**src/sv/ordered_list_keyed_insert_delete_defines.svh**
```systemverilog
// Assertion macros for the ordered list block.
// Used by ordered_list_keyed_insert_delete.sv; depends on nothing else.
`ifndef ORDERED_LIST_KEYED_INSERT_DELETE_DEFINES_SVH
`define ORDERED_LIST_KEYED_INSERT_DELETE_DEFINES_SVH

// Same-cycle implication, disabled while reset is asserted.
`define OLKID_ASSERT_NOW(label, clk, rst_n, ante, cons, msg) \
	label: assert property (@(posedge clk) disable iff (!(rst_n)) (ante) |-> (cons)) \
		else $error(msg);

// Next-cycle implication, disabled while reset is asserted.
`define OLKID_ASSERT_NEXT(label, clk, rst_n, ante, cons, msg) \
	label: assert property (@(posedge clk) disable iff (!(rst_n)) (ante) |=> (cons)) \
		else $error(msg);

`endif

```
**src/sv/olkid_pkg.sv**
```systemverilog
// Shared types and codes for the ordered list block.
// Used by ordered_list_keyed_insert_delete.sv; depends on nothing.
`default_nettype none

package olkid_pkg;

	localparam int DATA_W = 32;
	localparam int FUNC_W = 3;
	localparam int STAT_W = 2;
	// func, new_value, search_key packed and padded to whole bytes.
	localparam int IN_W   = ((FUNC_W + 2 * DATA_W + 7) / 8) * 8;

	localparam logic [FUNC_W-1:0] FN_INS_FRONT = 3'd0;
	localparam logic [FUNC_W-1:0] FN_INS_BACK  = 3'd1;
	localparam logic [FUNC_W-1:0] FN_INS_AFTER = 3'd2;
	localparam logic [FUNC_W-1:0] FN_DEL_FRONT = 3'd3;
	localparam logic [FUNC_W-1:0] FN_DEL_BACK  = 3'd4;
	localparam logic [FUNC_W-1:0] FN_DEL_KEY   = 3'd5;

	localparam logic [STAT_W-1:0] ST_OK    = 2'd0;
	localparam logic [STAT_W-1:0] ST_EMPTY = 2'd1;
	localparam logic [STAT_W-1:0] ST_NOKEY = 2'd2;
	localparam logic [STAT_W-1:0] ST_FULL  = 2'd3;

	typedef enum logic [2:0] {
		S_IDLE,
		S_SEARCH,
		S_PEEK,
		S_PEEK_WAIT,
		S_PREP,
		S_SHIFT,
		S_PUT,
		S_DONE
	} state_t;

endpackage

`default_nettype wire

```
**src/sv/ordered_list_keyed_insert_delete.sv**
```systemverilog
// Ordered list of signed 32-bit values with keyed insert and delete.
// Depends on olkid_pkg and ordered_list_keyed_insert_delete_defines.svh.
`default_nettype none
`include "ordered_list_keyed_insert_delete_defines.svh"

// The list sits front to back in a single-port-write, single-port-read memory of
// CAPACITY words, with one equality comparator and an address counter under a small
// sequencer. One command is worked at a time and s_tready is low until it is done.
// Errors and unused codes go straight to the result. A key search reads one entry per
// cycle from the front and stops at the matching entry or after the last one. The
// entries behind the insert or removal point are then moved one by one. Search and
// move cover opposite parts of the list, so removing the front of a full list moves
// every other entry. The memory's one write port and one read port set the pace.
// The result register lets a new command be taken while the last result waits.
module ordered_list_keyed_insert_delete #(
	parameter int CAPACITY = 16,
	localparam int CW = $clog2(CAPACITY + 1),
	localparam int OUT_W = ((olkid_pkg::STAT_W + olkid_pkg::DATA_W + CW + 7) / 8) * 8
) (
	input  wire logic                       clk,
	input  wire logic                       arst_n,
	input  wire logic                       s_tvalid,
	output logic                            s_tready,
	// Fields from bit 0 up: func[3], new_value[32], search_key[32].
	input  wire logic [olkid_pkg::IN_W-1:0] s_tdata,
	output logic                            m_tvalid,
	input  wire logic                       m_tready,
	// Fields from bit 0 up: status[2], removed_value[32], entry_count[CW].
	output logic [OUT_W-1:0]                m_tdata
);

	localparam int IW = $clog2(CAPACITY);
	localparam int DW = olkid_pkg::DATA_W;

	logic [olkid_pkg::FUNC_W-1:0] in_func;
	logic [DW-1:0]                in_value;
	logic [DW-1:0]                in_key;

	assign in_func  = s_tdata[2:0];
	assign in_value = s_tdata[34:3];
	assign in_key   = s_tdata[66:35];

	olkid_pkg::state_t state_q, state_d;

	logic [olkid_pkg::FUNC_W-1:0] func_q, func_d;
	logic [DW-1:0]                value_q, value_d;
	logic [DW-1:0]                key_q, key_d;
	logic [DW-1:0]                removed_q, removed_d;
	logic [CW-1:0]                pos_q, pos_d;
	logic [CW-1:0]                cnt_q, cnt_d;
	logic [CW-1:0]                ridx_q, ridx_d;
	logic [CW-1:0]                left_q, left_d;
	logic [olkid_pkg::STAT_W-1:0] res_status_q, res_status_d;
	logic [DW-1:0]                res_removed_q, res_removed_d;

	logic          pend_s1, pend_d;
	logic [IW-1:0] dst_s1, dst_d;
	logic          srch_s1, srch_d;
	logic [IW-1:0] sidx_s1, sidx_d;

	logic                         m_valid_q;
	logic [olkid_pkg::STAT_W-1:0] o_status_q;
	logic [DW-1:0]                o_removed_q;
	logic [CW-1:0]                o_count_q;
	logic                         out_load;

	logic          rd_en, wr_en;
	logic [IW-1:0] rd_addr, wr_addr;
	logic [DW-1:0] wr_data;
	logic [DW-1:0] rd_data_s1;
	logic [DW-1:0] mem [CAPACITY];

	logic s_acc;
	logic is_ins;
	logic key_hit;

	assign s_tready = (state_q == olkid_pkg::S_IDLE);
	assign s_acc    = s_tvalid && s_tready;
	assign is_ins   = (func_q == olkid_pkg::FN_INS_FRONT) || (func_q == olkid_pkg::FN_INS_BACK)
		|| (func_q == olkid_pkg::FN_INS_AFTER);
	// The one comparator, shared by every step of a key search.
	assign key_hit  = (rd_data_s1 == key_q);

	always_comb begin
		state_d       = state_q;
		func_d        = func_q;
		value_d       = value_q;
		key_d         = key_q;
		removed_d     = removed_q;
		pos_d         = pos_q;
		cnt_d         = cnt_q;
		ridx_d        = ridx_q;
		left_d        = left_q;
		res_status_d  = res_status_q;
		res_removed_d = res_removed_q;
		pend_d        = 1'b0;
		dst_d         = dst_s1;
		srch_d        = 1'b0;
		sidx_d        = sidx_s1;
		rd_en         = 1'b0;
		rd_addr       = ridx_q[IW-1:0];
		wr_en         = 1'b0;
		wr_addr       = dst_s1;
		wr_data       = rd_data_s1;
		out_load      = 1'b0;

		unique case (state_q)
			olkid_pkg::S_IDLE: begin
				if (s_acc) begin
					func_d        = in_func;
					value_d       = in_value;
					key_d         = in_key;
					ridx_d        = '0;
					res_status_d  = olkid_pkg::ST_OK;
					res_removed_d = '0;
					state_d       = olkid_pkg::S_DONE;
					case (in_func) inside
						olkid_pkg::FN_INS_FRONT, olkid_pkg::FN_INS_BACK,
						olkid_pkg::FN_INS_AFTER: begin
							if (cnt_q == CW'(CAPACITY)) begin
								res_status_d = olkid_pkg::ST_FULL;
							end else if (in_func == olkid_pkg::FN_INS_FRONT) begin
								pos_d   = '0;
								state_d = olkid_pkg::S_PREP;
							end else if (in_func == olkid_pkg::FN_INS_BACK) begin
								pos_d   = cnt_q;
								state_d = olkid_pkg::S_PREP;
							end else if (cnt_q == '0) begin
								res_status_d = olkid_pkg::ST_EMPTY;
							end else begin
								state_d = olkid_pkg::S_SEARCH;
							end
						end
						olkid_pkg::FN_DEL_FRONT, olkid_pkg::FN_DEL_BACK,
						olkid_pkg::FN_DEL_KEY: begin
							if (cnt_q == '0) begin
								res_status_d = olkid_pkg::ST_EMPTY;
							end else if (in_func == olkid_pkg::FN_DEL_FRONT) begin
								pos_d   = '0;
								state_d = olkid_pkg::S_PEEK;
							end else if (in_func == olkid_pkg::FN_DEL_BACK) begin
								pos_d   = cnt_q - CW'(1);
								state_d = olkid_pkg::S_PEEK;
							end else begin
								state_d = olkid_pkg::S_SEARCH;
							end
						end
						default: begin
							res_status_d = olkid_pkg::ST_OK;
						end
					endcase
				end
			end
			olkid_pkg::S_SEARCH: begin
				// Reads run one entry ahead of the compare.
				if (srch_s1 && key_hit) begin
					removed_d = rd_data_s1;
					pos_d     = is_ins ? CW'(sidx_s1) + CW'(1) : CW'(sidx_s1);
					state_d   = olkid_pkg::S_PREP;
				end else if (srch_s1 && (CW'(sidx_s1) == cnt_q - CW'(1))) begin
					res_status_d  = olkid_pkg::ST_NOKEY;
					res_removed_d = '0;
					state_d       = olkid_pkg::S_DONE;
				end else if (ridx_q < cnt_q) begin
					rd_en   = 1'b1;
					rd_addr = ridx_q[IW-1:0];
					srch_d  = 1'b1;
					sidx_d  = ridx_q[IW-1:0];
					ridx_d  = ridx_q + CW'(1);
				end
			end
			olkid_pkg::S_PEEK: begin
				rd_en   = 1'b1;
				rd_addr = pos_q[IW-1:0];
				state_d = olkid_pkg::S_PEEK_WAIT;
			end
			olkid_pkg::S_PEEK_WAIT: begin
				removed_d = rd_data_s1;
				state_d   = olkid_pkg::S_PREP;
			end
			olkid_pkg::S_PREP: begin
				// Inserts move the tail up from the back, removals move it down from pos.
				if (is_ins) begin
					left_d = cnt_q - pos_q;
					ridx_d = cnt_q - CW'(1);
				end else begin
					left_d = cnt_q - pos_q - CW'(1);
					ridx_d = pos_q + CW'(1);
				end
				state_d = olkid_pkg::S_SHIFT;
			end
			olkid_pkg::S_SHIFT: begin
				if (pend_s1) begin
					wr_en   = 1'b1;
					wr_addr = dst_s1;
					wr_data = rd_data_s1;
				end
				if (left_q != '0) begin
					rd_en   = 1'b1;
					rd_addr = ridx_q[IW-1:0];
					pend_d  = 1'b1;
					if (is_ins) begin
						dst_d  = ridx_q[IW-1:0] + IW'(1);
						ridx_d = ridx_q - CW'(1);
					end else begin
						dst_d  = ridx_q[IW-1:0] - IW'(1);
						ridx_d = ridx_q + CW'(1);
					end
					left_d = left_q - CW'(1);
				end else if (!pend_s1) begin
					if (is_ins) begin
						state_d = olkid_pkg::S_PUT;
					end else begin
						cnt_d         = cnt_q - CW'(1);
						res_status_d  = olkid_pkg::ST_OK;
						res_removed_d = removed_q;
						state_d       = olkid_pkg::S_DONE;
					end
				end
			end
			olkid_pkg::S_PUT: begin
				wr_en         = 1'b1;
				wr_addr       = pos_q[IW-1:0];
				wr_data       = value_q;
				cnt_d         = cnt_q + CW'(1);
				res_status_d  = olkid_pkg::ST_OK;
				res_removed_d = '0;
				state_d       = olkid_pkg::S_DONE;
			end
			olkid_pkg::S_DONE: begin
				if (!m_valid_q || m_tready) begin
					out_load = 1'b1;
					state_d  = olkid_pkg::S_IDLE;
				end
			end
			default: begin
				state_d = olkid_pkg::S_IDLE;
			end
		endcase
	end

	always_ff @(posedge clk or negedge arst_n) begin
		if (!arst_n) begin
			state_q   <= olkid_pkg::S_IDLE;
			cnt_q     <= '0;
			pend_s1   <= 1'b0;
			srch_s1   <= 1'b0;
			m_valid_q <= 1'b0;
		end else begin
			state_q <= state_d;
			cnt_q   <= cnt_d;
			pend_s1 <= pend_d;
			srch_s1 <= srch_d;
			if (out_load) begin
				m_valid_q <= 1'b1;
			end else if (m_tready) begin
				m_valid_q <= 1'b0;
			end
		end
	end

	always_ff @(posedge clk) begin
		func_q        <= func_d;
		value_q       <= value_d;
		key_q         <= key_d;
		removed_q     <= removed_d;
		pos_q         <= pos_d;
		ridx_q        <= ridx_d;
		left_q        <= left_d;
		res_status_q  <= res_status_d;
		res_removed_q <= res_removed_d;
		dst_s1        <= dst_d;
		sidx_s1       <= sidx_d;
		if (out_load) begin
			o_status_q  <= res_status_q;
			o_removed_q <= res_removed_q;
			o_count_q   <= cnt_q;
		end
	end

	always_ff @(posedge clk) begin
		if (wr_en) begin
			mem[wr_addr] <= wr_data;
		end
		if (rd_en) begin
			rd_data_s1 <= mem[rd_addr];
		end
	end

	assign m_tvalid = m_valid_q;
	assign m_tdata  = OUT_W'({o_count_q, o_removed_q, o_status_q});

	`OLKID_ASSERT_NOW(a_cnt_bound, clk, arst_n, 1'b1, cnt_q <= CW'(CAPACITY), "entry count exceeds capacity")
	`OLKID_ASSERT_NOW(a_rw_apart, clk, arst_n, rd_en && wr_en, rd_addr != wr_addr, "read and write hit the same entry")
	`OLKID_ASSERT_NEXT(a_acc_busy, clk, arst_n, s_acc, state_q != olkid_pkg::S_IDLE, "accepted item left the sequencer idle")
	`OLKID_ASSERT_NEXT(a_idle_cnt, clk, arst_n, state_q == olkid_pkg::S_IDLE, cnt_q == $past(cnt_q), "count changed out of idle")
	`OLKID_ASSERT_NOW(a_pend_shift, clk, arst_n, pend_s1, state_q == olkid_pkg::S_SHIFT, "moved entry pending outside a shift")

endmodule

`default_nettype wire
```
**config.mk**
```make
export PLATFORM = sky130hd
export DESIGN_NAME = ordered_list_keyed_insert_delete
export DESIGN_NICKNAME = d
export VERILOG_FILES = /design/src/sv/olkid_pkg.sv /design/src/sv/ordered_list_keyed_insert_delete.sv
export VERILOG_INCLUDE_DIRS = /design/src /design/src/sv
export SDC_FILE = /design/constraint.sdc
export NUM_CORES = 1
export LEC_CHECK = 0
export ABC_CLOCK_PERIOD_IN_PS = 5750
export BUFFER_PORTS_ARGS = -buffer_cell sky130_fd_sc_hd__buf_2
export CAP_MARGIN = 20
export CORE_UTILIZATION = 42
export DETAILED_ROUTE_END_ITERATION = 8
export PLACE_DENSITY = 0.66
export REMOVE_ABC_BUFFERS = 1
export SETUP_SLACK_MARGIN = 0.4
export SYNTH_ARGS = -nofsm -noshare
export SYNTH_HDL_FRONTEND = slang
export SYNTH_SLANG_ARGS = --single-unit
```
**constraint.sdc**
```tcl
create_clock -name clk -period 5.75 [get_ports clk]
set_input_delay 1.15 -clock clk [delete_from_list [all_inputs] [get_ports clk]]
set_output_delay 1.15 -clock clk [all_outputs]
set_load 0.005 [all_outputs]
```
; ---- Word-level counts from Yosys, hierarchy flattened
; Memories as Yosys holds them, arrays and structs flattened. A register that Yosys moved wholly into a read port is not among the register bits.
; Cells that the tools add are included.
[classes]
n_addsub = 11
magnitude_cmp = 1
n_eq_ne = 34
n_mux = 85
bitwise = 2
n_reduce_logical = 31
[op_table]
columns = cell, count
row1 = 32-bit 2-to-1 mux, 8
row2 = 32-bit case mux with 4 select lines, 1
row3 = 5-bit 2-to-1 mux, 23
row4 = 32-bit case mux with 2 select lines, 1
row5 = 3-bit 2-to-1 mux, 13
row6 = 32-bit == test, 1
row7 = 5-bit case mux with 2 select lines, 3
row8 = 3-bit case mux with 8 select lines, 1
row9 = 2-bit 2-to-1 mux, 10
row10 = "2-bit != test, second input constant", 10
row11 = 5-bit case mux with 4 select lines, 1
row12 = "5-bit by 1-bit subtractor with 5-bit output, second input constant", 4
row13 = "3-bit == test, second input constant", 6
row14 = 1-bit 2-to-1 mux, 18
row15 = "5-bit by 1-bit adder with 5-bit output, second input constant", 3
row16 = "3-bit by 2-bit == test with 1-bit output, second input constant", 5
row17 = 4-bit 2-to-1 mux, 3
row18 = 2-bit nonzero test, 5
row19 = "3-bit by 1-bit == test with 1-bit output, second input constant", 3
row20 = 3-bit zero test, 3
row21 = 2-bit case mux with 4 select lines, 1
row22 = 2-bit AND reduction, 4
row23 = 4-bit AND reduction, 2
row24 = 8-bit AND reduction, 1
row25 = other kinds (26), 34
[totals]
ff_bits = 206
ramBits = 512
input_bits = 76
output_inout_bits = 42
elab_cells = 184
n_memories = 1
[mem_list]
columns = name, words, width, rd, rd_clocked_by_memory_dff, write_ports, line_no
row1 = mem, 16, 32, 1, 1, 1, ordered_list_keyed_insert_delete.sv:71  ; logic [DW-1:0] mem [CAPACITY];

; ---- Longest topological paths before layout
[logic_depth]
depth_word = 8
ltp_mapped = 11
mapped_depth_nobuf = 10

; ---- Least setup slack after synthesis
; OpenSTA, ideal clock, no wires.
[synth_path]
path_kind = register to register
from = register cnt_q[0]
to = register rd_data_s1[0] (read register of mem), enable pin
setup_time_ps = 466
t_arrival_ps = 4006
t_required_ps = 5284
setup_slack_ps = 1278
stages_incl_launch_ff = 9
n_path_buf = 0
synth_period_minus_slack_ps = 4472
path_cell_list = dfrtp_1 > inv_1 > ha_1 > nor3b_2 > xnor2_1 > or4_1 > nor2b_1 > o21ai_2 > o21ai_0
[synth_between]
elab_chain_cells = 6
[synth_lines]
columns = item, line_no
row1 = start: declaration, ordered_list_keyed_insert_delete.sv:50  ; logic [CW-1:0] cnt_q, cnt_d;
row2 = start signal: assignment, ordered_list_keyed_insert_delete.sv:251  ; cnt_q <= cnt_d;
row3 = 5-bit by 1-bit subtractor with 5-bit output, ordered_list_keyed_insert_delete.sv:160  ; end else if (srch_s1 && (CW'(sidx_s1) == cnt_q - CW'(1))) begin
row4 = 4-bit by 5-bit == test with 1-bit output, ordered_list_keyed_insert_delete.sv:160
row5 = 1-bit logical AND, ordered_list_keyed_insert_delete.sv:160
row6 = 1-bit 2-to-1 mux *, ordered_list_keyed_insert_delete.sv:160
row7 = 1-bit 2-to-1 mux *, ordered_list_keyed_insert_delete.sv:156  ; if (srch_s1 && key_hit) begin
row8 = 1-bit case mux with 3 select lines *, ordered_list_keyed_insert_delete.sv:107  ; unique case (state_q)
row9 = named net rd_en, ordered_list_keyed_insert_delete.sv:67  ; logic rd_en, wr_en;
row10 = end: declaration, ordered_list_keyed_insert_delete.sv:70  ; logic [DW-1:0] rd_data_s1;
; Mark *: on every way through the listed nets, which the timed path passes. The rest lies on a longest branch.
; A chain may end at the register's enable or synchronous reset.

; ---- Final worst setup path
[layout_path]
from = register rd_data_s1[24] (read register of mem)
to = register removed_q[2], enable pin
[layout_between]
elab_chain_cells = 4
[layout_lines]
columns = item, line_no
row1 = 32-bit == test, ordered_list_keyed_insert_delete.sv:82  ; assign key_hit = (rd_data_s1 == key_q);
row2 = 1-bit logical AND, ordered_list_keyed_insert_delete.sv:156
row3 = 2-bit != test (no source line), --
row4 = 2-bit AND reduction (no source line), --
row5 = end signal: assignment, ordered_list_keyed_insert_delete.sv:266  ; removed_q <= removed_d;
row6 = end: declaration, ordered_list_keyed_insert_delete.sv:48  ; logic [DW-1:0] removed_q, removed_d;
; No other way between the ends.

==> results.json <==
{
  "dr.pass1.iters": 6,
  "finalCritPeriodShare_pct": 69.3,
  "synth_cells": 2156,
  "drt_wl_total_um": 73000,
  "die_w_um": 270,
  "crit-reg2reg-capture": "removed_q[2]",
  "track_usage_pct": 19.9,
  "powerDensity_nw_per_um2": 479,
  "die_area_um2": 72800,
  "post_cts_resized": 0,
  "synth-seq-cells": 750,
  "ys.flop_type": "edfxtp_1",
  "htreeDepth": 3,
  "clock_sinks": 750,
  "grt_max_degree": 193,
  "antenna_found_initial": 1,
  "maxSlewViolCount": 0,
  "pwr-share-clk_pct": 29.4,
  "max-cap-violations": 0,
  "power.internal_mw": 11.2,
  "swShare_pct": 31.8,
  "start_util_pct": 42.7,
  "cp-end-kind": "register",
  "slew_headroom_pct": 32.2,
  "synth-async-reset-ratio_pct": 1.47,
  "drc": 0,
  "fmax_mhz": 251,
  "syn_area_um2": 30100,
  "ant_nets": 0,
  "rsz0062_at_grt": "false",
  "p_seq_share_pct": 45.5,
  "insertion_delay_ps": 620,
  "num_antenna_cells": 0,
  "synth.yosys.seq_area_share_pct": 74.6,
  "placed_cell_area_um2": 31900,
  "critPathLaunchType": "register",
  "grt_pass1_wl_um": 108000,
  "holdWs_ps": 412,
  "fp-row-count": 97,
  "nets": 2363,
  "timing.rr.start": "rd_data_s1[24]",
  "ctsHoldBuffers": 0,
  "synth_top_cell_area_share_pct": 73.7,
  "area_growth_pct": 13.9,
  "avgViaCountPerCell": 5.49,
  "root_buffer": "clkbuf_16",
  "clock_skew_ps": 18.1,
  "synth_cell_types": 62,
  "hp-class": "reg2reg",
  "numCtsBuffers": 75,
  "min_period_ps": 3980,
  "layout_commonest_cell": "edfxtp_1",
  "tightest_slew_ps": 1020,
  "fp.coreArea_um2": 70500,
  "critPathMaxFanout": 24,
  "cellLeakagePower_nw": 12.2,
  "p_sw_mw": 5.21,
  "place_inst": 3128,
  "worst-setup-path-type": "reg2reg",
  "status": "finished clean",
  "numPortBuffers": 111,
  "synth_edf_count": 739,
  "cts_buffer_depth": 3,
  "setup_viol": 0,
  "fill_cells": 5908,
  "r2r_setup_slack_ps": 1770,
  "io_pins": 118,
  "drive_gt1_share_pct": 12.9,
  "yosys-top-cells-area": "edfxtp_1, nand2_1, nand3_1",
  "worstPathArrival_ps": 4290,
  "avgRoutedWirePerCell_um": 22.4,
  "final_area_um2": 34300,
  "vdd_drop_max_v": 0.000454,
  "post_cts_buffers": 0,
  "hold_viol_final": 0,
  "dpl.hpwl_um": 41000,
  "yosys.area.top_type": "edfxtp_1",
  "synth_warnings": 0,
  "required_ps": 6060,
  "crit_end": "removed_q[2]",
  "grt_pass1_vias": 17300,
  "rr_worst_depth": 6,
  "via_count": 17900,
  "die_h_um": 270,
  "gp_congestion": 0.829,
  "cts_tree": "yes",
  "syn_area_per_cell_um2": 14.0,
  "fin_cells": 3264,
  "layout_common_cells": "edfxtp_1, nand2_1, nand3_1",
  "grt_overflow": 0,
  "power_frac_comb_pct": 25.1,
  "crit_start": "rd_data_s1[24]",
  "drtIter0Drc": 2090,
  "path_clk_slew_ps": 60
}
==> kinds of logic (layout without fill, tap and decap cells) <==
kind of cell               count (synthesis)  count (layout)  synth area share (%)
muxes                                    103             103                  3.44
other                                      1               1                0.0125
DFF                                      750             750                  74.6
adders and majority gates                 20              20                 0.881
buffers and inverters                    147             315                  2.28
AOI/OAI and AO/OA                        154             154                  3.78
xor gates and xnor gates                  64              64                  1.91
and+or+nand+nor                          917             917                  13.1
==> metal layers <==
metal	up-vias	wire length, µm	share of wire [%]	GRT usage [%]
met5	-	0	0	0
met4	0	1900	2.6	5.77
met3	141	5090	7.0	3.04
met2	787	34600	47	32.1
met1	8878	31400	43	27.9
li1	8111	-	-	-
==> cells in the mapped netlist (all sizes together), types with 14 or more instances <==
cell type / instances
a21oi: 22
a32oi: 33
and2: 34
buf: 72
clkbuf: 47
edfxtp: 739
ha: 18
inv: 28
mux2i: 101
nand2: 584
nand3: 201
nor2: 43
nor3: 14
o21ai: 22
o221ai: 34
xnor2: 48
xor2: 15
==> critical path: stages, from the launching register on <==
cell	delay (ps)
edfxtp_1	440
xnor2_1	590
nand4_1	280
nor4_2	810
and4_1	400
o21a_2	770
buf_4	360
==> power groups by stage <==
stage,combinational (mW),sequential [mW],clock [mW]
after global routing,4.52,7.50,5.09
after global placement,3.95,7.57,0
after CTS,4.09,7.47,4.88
final,4.12,7.47,4.82
after detailed placement,4.07,7.58,0
after floorplan,3.32,7.39,0
==> through the flow <==
step | setup TNS, ps | worst slack, ps | util, % | total power [mW]
after floorplan | -132960 | -4160 | - | 10.7
after global placement | 0 | 1840 | 45.2 | 11.5
after detailed placement | 0 | 1820 | 45.2 | 11.6
after CTS | 0 | 1800 | 48.6 | 16.4
after global routing | 0 | 1700 | 48.6 | 17.1
final | 0 | 1770 | 48.6 | 16.4
==> flip-flops by register name (all words and copies together), names as in the netlist, 2 cells and up <==
signal,count
mem,512
key_q,32
o_removed_q,32
rd_data_s1,32
removed_q,32
res_removed_q,32
value_q,32
cnt_q,5
left_q,5
o_count_q,5
pos_q,5
ridx_q,5
dst_s1,4
sidx_s1,4
func_q,3
state_q,3
o_status_q,2
res_status_q,2
==> worst min-delay path by stage <==
| stage | from | endpoint | slack [ps] | cells after the start |
|---|---|---|---|---|
| 2_1_floorplan | res_removed_q[0] | o_removed_q[0] | 400 | 0 |
| 5_1_grt | arst_n | cnt_q[3] | 410 | 1 |
| 3_3_place_gp | res_status_q[0] | o_status_q[0] | 400 | 0 |
| 3_5_place_dp | res_removed_q[10] | o_removed_q[10] | 400 | 0 |
| 6_report | res_removed_q[21] | o_removed_q[21] | 410 | 0 |
| 4_1_cts | arst_n | state_q[1] | 400 | 1 |
==> cell type report <==
type	count	area [µm²]	share of cell area [%]
Timing Repair Buffer	153	968	2.82
Clock inverter	37	369	1.08
Multi-Input combinational cell	1259	7170	20.9
Inverter	28	105	0.306
Sequential cell	750	22500	65.5
Clock buffer	97	2040	5.96
Tap cell	940	1180	3.43
(Power assumes the default switching activity.)
